--- src/rtl/core/swfs_pkg.sv ---
// ----------------------------------------------------------------------------
// swfs_pkg: shared types and constants of the stop-and-wait frame sender
// Operation and event codes, frame bytes, queue entry and result types.
// ----------------------------------------------------------------------------
package swfs_pkg;

    localparam int MaxPayload = 256;
    localparam int PayAw      = $clog2(MaxPayload);
    localparam int PayCw      = $clog2(MaxPayload + 1);
    localparam int IdxW       = PayCw + 1;

    localparam logic [2:0] OP_OPEN  = 3'd0;
    localparam logic [2:0] OP_DATA  = 3'd1;
    localparam logic [2:0] OP_LINE  = 3'd2;
    localparam logic [2:0] OP_TICK  = 3'd3;
    localparam logic [2:0] OP_PULL  = 3'd4;

    localparam logic [2:0] EV_NONE       = 3'd0;
    localparam logic [2:0] EV_LINK_UP    = 3'd1;
    localparam logic [2:0] EV_LINK_FAIL  = 3'd2;
    localparam logic [2:0] EV_ACKED      = 3'd3;
    localparam logic [2:0] EV_REJ_RETRY  = 3'd4;
    localparam logic [2:0] EV_TO_RETRY   = 3'd5;
    localparam logic [2:0] EV_FRAME_FAIL = 3'd6;

    localparam logic [7:0] FLAG_BYTE = 8'h7E;
    localparam logic [7:0] ADDR_TX   = 8'h03;
    localparam logic [7:0] ADDR_RX   = 8'h01;
    localparam logic [7:0] CTL_SET   = 8'h03;
    localparam logic [7:0] CTL_UA    = 8'h07;
    localparam logic [7:0] CTL_I0    = 8'h00;
    localparam logic [7:0] CTL_I1    = 8'h40;
    localparam logic [7:0] CTL_RR0   = 8'h05;
    localparam logic [7:0] CTL_RR1   = 8'h85;
    localparam logic [7:0] CTL_REJ0  = 8'h01;
    localparam logic [7:0] CTL_REJ1  = 8'h81;

    // Classified item passed from the front end to the engine
    typedef struct packed {
        logic [2:0] op;
        logic [7:0] data;
        logic       fin;
        logic       seq;
    } swfs_item_t;

    typedef struct packed {
        logic       tx_valid;
        logic [7:0] tx_byte;
        logic       tx_frame_end;
        logic [2:0] event_res;
    } swfs_res_t;

endpackage

--- src/rtl/core/stop_and_wait_frame_sender_unit.sv ---
// ----------------------------------------------------------------------------
// stop_and_wait_frame_sender_unit: stop-and-wait framed link sender
// Opens the link, frames payload into I frames and handles replies.
// ----------------------------------------------------------------------------
// Usage: each item on the s_axis channel is an operation in tuser (open,
// payload byte, received line byte, tick or transmit pull) with its byte in
// tdata; each gives exactly one result on m_axis: the pulled frame byte when
// there is one, tlast on the closing flag, and an event code in tuser.
// Configuration writes on the cfg channel (index 0 retry limit, 1 timeout
// ticks) are taken at any time and must only be issued while the block is idle.
// Path: an accepted item is written into the input queue; the engine takes
// it from there when its output slot is free or being taken, and loads its
// output register, which offers the result on m_axis.
// Throughput: one item per cycle while the receiver takes each result; the
// engine updates all link state as it takes an item, and the payload byte
// for the next pull is read from the payload memory one pull ahead. Reset
// puts the link in idle with an empty payload, retry limit 3 and timeout 3;
// no clearing pass is needed. When the receiver stalls, the result is held
// and the two-entry input queue fills, then s_axis_tready drops.
// ----------------------------------------------------------------------------
module stop_and_wait_frame_sender_unit
    import swfs_pkg::*;
(
    input  logic        clk,
    input  logic        rst_n,
    input  logic        s_axis_tvalid,
    output logic        s_axis_tready,
    input  logic [15:0] s_axis_tdata,  // data_byte[7:0], sequence_req[8]
    input  logic [2:0]  s_axis_tuser,  // operation[2:0]
    input  logic        s_axis_tlast,  // final_payload
    output logic        m_axis_tvalid,
    input  logic        m_axis_tready,
    output logic [15:0] m_axis_tdata,  // tx_valid[0], tx_byte[8:1]
    output logic [2:0]  m_axis_tuser,  // event_res[2:0]
    output logic        m_axis_tlast,  // tx_frame_end
    input  logic        cfg_valid,
    output logic        cfg_ready,
    input  logic        cfg_index,
    input  logic [7:0]  cfg_data
);

    swfs_item_t in_item;
    swfs_item_t q_item;
    swfs_res_t  res;
    logic       q_valid;
    logic       q_ready;
    logic [2:0] retry_limit_reg;
    logic [7:0] timeout_ticks_reg;

    assign in_item.op   = s_axis_tuser;
    assign in_item.data = s_axis_tdata[7:0];
    assign in_item.seq  = s_axis_tdata[8];
    assign in_item.fin  = s_axis_tlast;

    assign cfg_ready = 1'b1;

    always_ff @(posedge clk or negedge rst_n)
    begin
        if (!rst_n)
        begin
            retry_limit_reg   <= 3'd3;
            timeout_ticks_reg <= 8'd3;
        end
        else if (cfg_valid)
        begin
            if (cfg_index == 1'b0)
                retry_limit_reg <= cfg_data[2:0];
            else
                timeout_ticks_reg <= cfg_data;
        end
    end

    swfs_front u_front (
        .clk      (clk),
        .rst_n    (rst_n),
        .in_valid (s_axis_tvalid),
        .in_ready (s_axis_tready),
        .in_item  (in_item),
        .q_valid  (q_valid),
        .q_ready  (q_ready),
        .q_item   (q_item)
    );

    swfs_engine u_engine (
        .clk           (clk),
        .rst_n         (rst_n),
        .q_valid       (q_valid),
        .q_ready       (q_ready),
        .q_item        (q_item),
        .retry_limit   (retry_limit_reg),
        .timeout_ticks (timeout_ticks_reg),
        .res_valid     (m_axis_tvalid),
        .res_ready     (m_axis_tready),
        .res           (res)
    );

    assign m_axis_tdata = {7'd0, res.tx_byte, res.tx_valid};
    assign m_axis_tuser = res.event_res;
    assign m_axis_tlast = res.tx_frame_end;

endmodule

--- src/rtl/core/swfs_front.sv ---
// ----------------------------------------------------------------------------
// swfs_front: input stage and item queue
// Registers items from the input stream in a two-entry queue for the engine.
// ----------------------------------------------------------------------------
module swfs_front
    import swfs_pkg::*;
(
    input  logic       clk,
    input  logic       rst_n,
    input  logic       in_valid,
    output logic       in_ready,
    input  swfs_item_t in_item,
    output logic       q_valid,
    input  logic       q_ready,
    output swfs_item_t q_item
);

    swfs_item_t mem_reg [2];
    logic       wp_reg;
    logic       rp_reg;
    logic [1:0] cnt_reg;
    logic       push;
    logic       pop;

    assign in_ready = (cnt_reg != 2'd2);
    assign push     = in_valid && in_ready;
    assign q_valid  = (cnt_reg != 2'd0);
    assign pop      = q_valid && q_ready;
    assign q_item   = mem_reg[rp_reg];

    always_ff @(posedge clk or negedge rst_n)
    begin
        if (!rst_n)
        begin
            wp_reg  <= 1'b0;
            rp_reg  <= 1'b0;
            cnt_reg <= 2'd0;
        end
        else
        begin
            if (push)
                wp_reg <= ~wp_reg;
            if (pop)
                rp_reg <= ~rp_reg;
            cnt_reg <= cnt_reg + 2'(push) - 2'(pop);
        end
    end

    always_ff @(posedge clk)
    begin
        if (push)
            mem_reg[wp_reg] <= in_item;
    end

endmodule

--- src/rtl/core/swfs_engine.sv ---
// ----------------------------------------------------------------------------
// swfs_engine: link and frame engine
// Runs the link phases, the reply parser, retries and frame output.
// ----------------------------------------------------------------------------
module swfs_engine
    import swfs_pkg::*;
(
    input  logic       clk,
    input  logic       rst_n,
    input  logic       q_valid,
    output logic       q_ready,
    input  swfs_item_t q_item,
    input  logic [2:0] retry_limit,
    input  logic [7:0] timeout_ticks,
    output logic       res_valid,
    input  logic       res_ready,
    output swfs_res_t  res
);

    typedef enum logic [2:0] {
        PH_IDLE, PH_OPEN_SEND, PH_OPEN_WAIT, PH_UP, PH_DATA_SEND, PH_DATA_WAIT
    } phase_t;

    typedef enum logic [2:0] {
        RP_START, RP_FLAG, RP_ADDR, RP_CTRL, RP_BCC
    } parse_t;

    logic [7:0]      store_mem [MaxPayload];
    phase_t          phase_reg, phase_next;
    parse_t          parse_reg, parse_next;
    logic [7:0]      raddr_reg, raddr_next;
    logic [7:0]      rctl_reg, rctl_next;
    logic [PayCw-1:0] count_reg, count_next;
    logic [7:0]      par_reg, par_next;
    logic [IdxW-1:0] idx_reg, idx_next;
    logic [2:0]      att_reg, att_next;
    logic [7:0]      tmr_reg, tmr_next;
    logic            seq_reg, seq_next;
    logic            ov_reg;
    swfs_res_t       out_reg, out_next;
    logic [7:0]      rd_reg;
    logic            rd_sel_reg;

    // Output slot: filled whenever an item is taken; a pending result blocks intake unless the receiver is ready
    logic            go;
    logic            wr_en;
    logic [PayAw-1:0] rd_addr;
    logic [IdxW-1:0] idx_cur;

    assign q_ready   = !ov_reg || res_ready;
    assign go        = q_valid && q_ready;
    assign res_valid = ov_reg;

    // Payload byte read one pull ahead: the address is the index after this pull
    logic [IdxW-1:0] pre_idx;
    assign idx_cur = idx_reg;

    always_comb
    begin
        logic       waiting;
        logic       opening;
        logic [7:0] addr_exp;
        logic       ctlok;
        logic [7:0] ctl_i;
        logic [2:0] lim;
        logic [7:0] tlim;
        logic [2:0] ev;
        logic [7:0] tb;
        logic       last;
        logic [IdxW-1:0] pc;
        logic       fail;

        phase_next = phase_reg;
        parse_next = parse_reg;
        raddr_next = raddr_reg;
        rctl_next  = rctl_reg;
        count_next = count_reg;
        par_next   = par_reg;
        idx_next   = idx_reg;
        att_next   = att_reg;
        tmr_next   = tmr_reg;
        seq_next   = seq_reg;
        wr_en      = 1'b0;
        out_next   = '0;
        ev         = EV_NONE;
        tb         = 8'h00;
        last       = 1'b0;
        fail       = 1'b0;

        waiting  = (phase_reg == PH_OPEN_WAIT) || (phase_reg == PH_DATA_WAIT);
        opening  = (phase_reg == PH_OPEN_WAIT);
        addr_exp = opening ? ADDR_RX : ADDR_TX;
        ctlok    = opening ? (q_item.data == CTL_UA)
                           : (q_item.data == CTL_RR0 || q_item.data == CTL_RR1 ||
                              q_item.data == CTL_REJ0 || q_item.data == CTL_REJ1);
        ctl_i    = seq_reg ? CTL_I1 : CTL_I0;
        lim      = (retry_limit == 3'd0) ? 3'd1 : retry_limit;
        tlim     = (timeout_ticks == 8'd0) ? 8'd1 : timeout_ticks;
        pc       = IdxW'(count_reg);

        case (q_item.op)
            OP_OPEN:
            begin
                if (phase_reg == PH_IDLE)
                begin
                    att_next   = 3'd0;
                    phase_next = PH_OPEN_SEND;
                    idx_next   = '0;
                    parse_next = RP_START;
                    tmr_next   = 8'd0;
                end
            end
            OP_DATA:
            begin
                if (phase_reg == PH_UP)
                begin
                    if (count_reg < PayCw'(MaxPayload))
                    begin
                        wr_en      = 1'b1;
                        par_next   = par_reg ^ q_item.data;
                        count_next = count_reg + 1'b1;
                    end
                    if (q_item.fin)
                    begin
                        seq_next   = q_item.seq;
                        att_next   = 3'd0;
                        phase_next = PH_DATA_SEND;
                        idx_next   = '0;
                        parse_next = RP_START;
                        tmr_next   = 8'd0;
                    end
                end
            end
            OP_LINE:
            begin
                if (waiting)
                begin
                    case (parse_reg)
                        RP_START:
                            if (q_item.data == FLAG_BYTE)
                                parse_next = RP_FLAG;
                        RP_FLAG:
                        begin
                            if (q_item.data == addr_exp)
                            begin
                                raddr_next = q_item.data;
                                parse_next = RP_ADDR;
                            end
                            else if (q_item.data != FLAG_BYTE)
                                parse_next = RP_START;
                        end
                        RP_ADDR:
                        begin
                            if (ctlok)
                            begin
                                rctl_next  = q_item.data;
                                parse_next = RP_CTRL;
                            end
                            else
                                parse_next = (q_item.data == FLAG_BYTE) ? RP_FLAG : RP_START;
                        end
                        RP_CTRL:
                        begin
                            if (q_item.data == (raddr_reg ^ rctl_reg))
                                parse_next = RP_BCC;
                            else
                                parse_next = (q_item.data == FLAG_BYTE) ? RP_FLAG : RP_START;
                        end
                        default:
                        begin
                            parse_next = RP_START;
                            if (q_item.data == FLAG_BYTE)
                            begin
                                if (opening)
                                begin
                                    phase_next = PH_UP;
                                    count_next = '0;
                                    par_next   = 8'd0;
                                    tmr_next   = 8'd0;
                                    ev         = EV_LINK_UP;
                                end
                                else if (rctl_reg == (seq_reg ? CTL_RR1 : CTL_RR0))
                                begin
                                    phase_next = PH_UP;
                                    count_next = '0;
                                    par_next   = 8'd0;
                                    tmr_next   = 8'd0;
                                    ev         = EV_ACKED;
                                end
                                else
                                begin
                                    fail = 1'b1;
                                    ev   = EV_REJ_RETRY;
                                end
                            end
                        end
                    endcase
                end
            end
            OP_TICK:
            begin
                if (waiting)
                begin
                    if (tmr_reg != 8'hFF)
                        tmr_next = tmr_reg + 8'd1;
                    if (tmr_next >= tlim)
                    begin
                        fail = 1'b1;
                        ev   = EV_TO_RETRY;
                    end
                end
            end
            OP_PULL:
            begin
                if (phase_reg == PH_OPEN_SEND)
                begin
                    last = (idx_reg >= IdxW'(4));
                    case (idx_reg[2:0])
                        3'd1:    tb = ADDR_TX;
                        3'd2:    tb = CTL_SET;
                        3'd3:    tb = ADDR_TX ^ CTL_SET;
                        default: tb = FLAG_BYTE;
                    endcase
                    if (idx_reg > IdxW'(4))
                        tb = FLAG_BYTE;
                end
                else if (phase_reg == PH_DATA_SEND)
                begin
                    last = (idx_reg >= pc + IdxW'(5));
                    if (idx_reg == IdxW'(0))
                        tb = FLAG_BYTE;
                    else if (idx_reg == IdxW'(1))
                        tb = ADDR_TX;
                    else if (idx_reg == IdxW'(2))
                        tb = ctl_i;
                    else if (idx_reg == IdxW'(3))
                        tb = ADDR_TX ^ ctl_i;
                    else if (idx_reg < pc + IdxW'(4))
                        tb = rd_sel_reg ? rd_reg : 8'h00;
                    else if (idx_reg == pc + IdxW'(4))
                        tb = par_reg;
                    else
                        tb = FLAG_BYTE;
                end
                if (phase_reg == PH_OPEN_SEND || phase_reg == PH_DATA_SEND)
                begin
                    out_next.tx_valid = 1'b1;
                    if (last)
                    begin
                        out_next.tx_frame_end = 1'b1;
                        phase_next = (phase_reg == PH_OPEN_SEND) ? PH_OPEN_WAIT
                                                                 : PH_DATA_WAIT;
                        parse_next = RP_START;
                        tmr_next   = 8'd0;
                        idx_next   = '0;
                    end
                    else
                        idx_next = idx_reg + 1'b1;
                end
            end
            default:
            begin
            end
        endcase

        // Attempt failed: retry or give up
        if (fail)
        begin
            att_next = att_reg + 3'd1;
            if (att_next >= lim || att_next == 3'd0)
            begin
                parse_next = RP_START;
                tmr_next   = 8'd0;
                if (opening)
                begin
                    phase_next = PH_IDLE;
                    ev         = EV_LINK_FAIL;
                end
                else
                begin
                    phase_next = PH_UP;
                    count_next = '0;
                    par_next   = 8'd0;
                    ev         = EV_FRAME_FAIL;
                end
            end
            else
            begin
                phase_next = opening ? PH_OPEN_SEND : PH_DATA_SEND;
                idx_next   = '0;
                parse_next = RP_START;
                tmr_next   = 8'd0;
            end
        end

        out_next.tx_byte   = tb;
        out_next.event_res = ev;
    end

    // Prefetch the payload byte for the next send index
    always_comb
    begin
        pre_idx = go ? idx_next : idx_cur;
        if (pre_idx >= IdxW'(4))
            rd_addr = PayAw'(pre_idx - IdxW'(4));
        else
            rd_addr = '0;
    end

    always_ff @(posedge clk)
    begin
        if (go && wr_en)
            store_mem[PayAw'(count_reg)] <= q_item.data;
        rd_reg <= store_mem[rd_addr];
    end

    // Collision flag: a byte written in this cycle at the prefetched address is not passed through; it reads as 00
    always_ff @(posedge clk or negedge rst_n)
    begin
        if (!rst_n)
            rd_sel_reg <= 1'b0;
        else
            rd_sel_reg <= !(go && wr_en && (PayAw'(count_reg) == rd_addr));
    end

    always_ff @(posedge clk or negedge rst_n)
    begin
        if (!rst_n)
        begin
            phase_reg <= PH_IDLE;
            parse_reg <= RP_START;
            raddr_reg <= 8'd0;
            rctl_reg  <= 8'd0;
            count_reg <= '0;
            par_reg   <= 8'd0;
            idx_reg   <= '0;
            att_reg   <= 3'd0;
            tmr_reg   <= 8'd0;
            seq_reg   <= 1'b0;
            ov_reg    <= 1'b0;
            out_reg   <= '0;
        end
        else
        begin
            if (go)
            begin
                phase_reg <= phase_next;
                parse_reg <= parse_next;
                raddr_reg <= raddr_next;
                rctl_reg  <= rctl_next;
                count_reg <= count_next;
                par_reg   <= par_next;
                idx_reg   <= idx_next;
                att_reg   <= att_next;
                tmr_reg   <= tmr_next;
                seq_reg   <= seq_next;
                out_reg   <= out_next;
                ov_reg    <= 1'b1;
            end
            else if (res_ready)
                ov_reg <= 1'b0;
        end
    end

    assign res = out_reg;

endmodule

--- config.mk ---
export PLATFORM = sky130hd
export DESIGN_NAME = stop_and_wait_frame_sender_unit
export DESIGN_NICKNAME = d
export VERILOG_FILES = /design/src/rtl/core/swfs_pkg.sv /design/src/rtl/core/stop_and_wait_frame_sender_unit.sv /design/src/rtl/core/swfs_front.sv /design/src/rtl/core/swfs_engine.sv
export SDC_FILE = /design/constraint.sdc
export NUM_CORES = 2
export LEC_CHECK = 0
export BUFFER_PORTS_ARGS = -buffer_cell sky130_fd_sc_hd__buf_2
export CORE_UTILIZATION = 30
export DETAILED_ROUTE_END_ITERATION = 16
export PLACE_DENSITY_LB_ADDON = 0.2
export SLEW_MARGIN = 15
export SYNTH_ARGS = -nofsm -noshare
export SYNTH_HDL_FRONTEND = slang
export SYNTH_SLANG_ARGS = --single-unit
export TNS_END_PERCENT = 100
--- constraint.sdc ---
create_clock -name clk -period 16.7 [get_ports clk]
set_input_delay 1.67 -clock clk [delete_from_list [all_inputs] [get_ports clk]]
set_output_delay 1.67 -clock clk [all_outputs]
set_load 0.02 [all_outputs]
==> summary.txt <==
Setup path
  • CP arrival: 11.04 ns
  • CP Buf/Inv Count: 9
  • Crit path depth: 28
  • Worst R2R Start: u_engine.count_reg[2]
  • CP Launch Type: register
  • Cell mode on critical path: buf_4
  • R2R cell count: 28
  • Crit path max-delay family: buffers and inverters
  • Max incr delay on CP: 0.83 ns
  • Slowest-stage cell, CP: o32ai_1
  • WP data required: 17.41 ns
  • Worst setup startpoint: u_engine.count_reg[2]
  • CP max FO: 58
  • Endpoint class of the critical path: register
  • R2R Setup Slk: 6.36 ns
  • CP Class: reg -> reg

Clock network
  • Max clock buf depth: 4
  • Post-CTS Resized: 0
  • Sink Count: 2173
  • # hold bufs at CTS: 0
  • Clock root buffer master: clkbuf_16
  • Post-CTS Setup Inserts: 0
  • CTS tree: built
  • Clock slew at reported path FFs: 0.06 ns
  • Cts bufs inserted: 235
  • H-Tree Depth: 4
  • Worst-skew pair later-pin latency: 0.94 ns

Global routing
  • Routing usage on met3: 0.0384
  • First-pass GRT wire length: 436 mm
  • Grt peak-use layer: met2
  • Initial antenna violation count: 21
  • Largest net degree at the start of global routing: 168
  • Global-route track usage on met1: 0.287
  • Number of global-route vias before repair: 54700
  • Remaining Overflow, GRT: 0
  • Met2 Use GR: 0.311
  • GR Util All Layers: 0.203

Finish
  • Final #Nets: 6424
  • Commonest cells after routing, fill and taps aside: edfxtp_1 (2074), nand2_1 (824), nor2_1 (532)
  • Finished Cell Area: 102000 um^2
  • Syn-to-layout area delta: 13.6%
  • Max FFs per register: 2048
  • Layout cells sized above 1: 0.102
  • Commonest non-fill, non-tap cell in the layout: edfxtp_1
  • Fillers: 28700

Detailed routing
  • WL/cell: 29.8 um
  • DRC viols: 0
  • DR vias: 56800
  • Total Wirelength: 312 mm
  • DR pass1 iterations: 6
  • ANT nets after route: 0
  • Starting DRT DRC Count: 7183
  • Vias/cell: 5.42

STA
  • Final Max Slew Viols: 0
  • Tightest Pin Transition: 1.37 ns
  • Setup Viol. Count Final: 0
  • Final WS setup: 6.36 ns
  • Period utilization: 0.619
  • Layout Skew: 0.116 ns
  • Fmax: 96.7 MHz
  • Clock period minus final worst setup slack: 10.34 ns
  • Final Hold Vio Count: 0
  • Slew headroom: 0.0808
  • WHS: 0.468 ns
  • RSZ-0062 raised after global routing: false
  • Setup TNS: 0 ns

Power
  • Pwr dens: 194 nW/um^2
  • Max VDD drop: 0.213 mV
  • Pleak: 33.9 nW

Status
  • Status: finished, final reports clean

Logic synthesis
  • Yosys warns: 0
  • Yosys top cell by area: edfxtp_1
  • Area share of the largest cell type after synthesis: 0.696
  • Ys flop type: edfxtp_1
  • Post-Syn Instances: 6332
  • Fraction of registers with async set/reset: 0.0419
  • Post-synth EDFFs: 2074
  • Synth cell types: 114
  • Post-synthesis sequential area ratio: 0.724
  • Mapped Area: 89400 um^2
  • Top post-synthesis cells by area: edfxtp_1 (70%), mux2i_1 (4.7%), nand2_1 (3.5%)
  • Syn_area_per_cell: 14.1 um^2
  • Synth Register Bits: 2173

Place
  • Placed instance area: 94100 um^2
  • I/O Buffers: 41
  • Placer Congestion: 0.861
  • Dpl hpwl: 178 mm
  • Pre-CTS WS: 5.98 ns

Floorplan
  • Die area: 300000 um^2
  • Die height: 548 um
  • FP Rows: 200
  • Die Wd: 548 um
  • Io pins: 57
  • Initial Util: 0.301
  • CORE AREA: 297000 um^2

Job
  • Max-cap viol count: 0

Worst hold path
  • HP Class: reg -> reg
  • Source of the worst hold timing path: u_engine.res[0]
  • Hold path cells: 2
## power breakdown
part / switching, mW / internal [mW]
Sequential: 0.0807 / 6.70
Clock: 2.21 / 2.96
Combinational: 5.89 / 1.85
## synth_stat cells, drive strengths merged (9+ instances only)
cell	instances
o22a	12
nor2b	18
o31ai	30
o32ai	15
nand2	836
mux2	32
a311oi	15
a221oi	121
a21o	13
o21ai	314
xnor2	41
inv	46
o2bb2ai	30
o31a	9
nor4	20
a21oi	273
dfrtp	87
a211oi	30
nand3	125
clkbuf	185
a22oi	18
o311ai	19
edfxtp	2074
and2	12
or3	10
buf	244
nand4	22
nor2	542
xor2	11
o22ai	168
and3	12
mux2i	421
a32oi	12
o221ai	56
a2bb2oi	20
nor3	64
o41ai	10
ha	53
a221o	27
a31oi	134
o211ai	31
## per-stage QoR
| step | instances | power (mW) | utilization |
|---|---|---|---|
| after CTS | 10500 | 19.7 | 0.342 |
| after detailed placement | 10000 | 14.5 | 0.317 |
| after global routing | 10500 | 20.2 | 0.342 |
| after floorplan | 6338 | 11.0 | - |
| after global placement | 10000 | 14.5 | 0.317 |
| final | 10500 | 19.7 | 0.342 |
## cells by family after synthesis
group / Yosys count / synth area share
flip-flops: 2173 / 0.724
other: 2 / 0.0000840
multiplexers: 454 / 0.0516
buffers and inverters: 476 / 0.0256
AO/OA/AOI/OAI: 1415 / 0.106
adder cells (fa/ha/maj): 53 / 0.00741
XOR/XNOR: 52 / 0.00509
AND/OR/NAND/NOR: 1707 / 0.0804
## worst min-delay path: cells and delay by family (launching register included)
family        cells  cell delay (ns)
flops             1             0.33
simple gates      2             0.10
## per-layer routing
metal  routed length (um)  vias up  share of wire
li1                     -    24400              -
met1               137000    29500           0.44
met2               139000     2423           0.44
met3                25000      446          0.080
met4                11000        6          0.035
met5                   71        -        0.00023
## cell type report
type,count,area (um^2),area share
Sequential cell,2173,64700,0.637
Multi-Input combinational cell,3689,22700,0.223
Clock buffer,281,6130,0.0603
Tap cell,3939,4930,0.0485
Timing Repair Buffer,191,1520,0.0150
Clock inverter,150,1380,0.0136
Inverter,47,229,0.00225
Antenna cell,3,7.51,0.0000739
## worst paths after layout
kind | endpoint
max in group asynchronous | u_engine.idx_cur[7]
min in group asynchronous | u_front.wp_reg
setup reg to reg | u_engine.rd_reg[4]
hold / removal | u_engine.res[0]
hold reg to reg | u_engine.res[0]
setup / recovery | u_engine.rd_reg[4]
(Power assumes the default switching activity.)
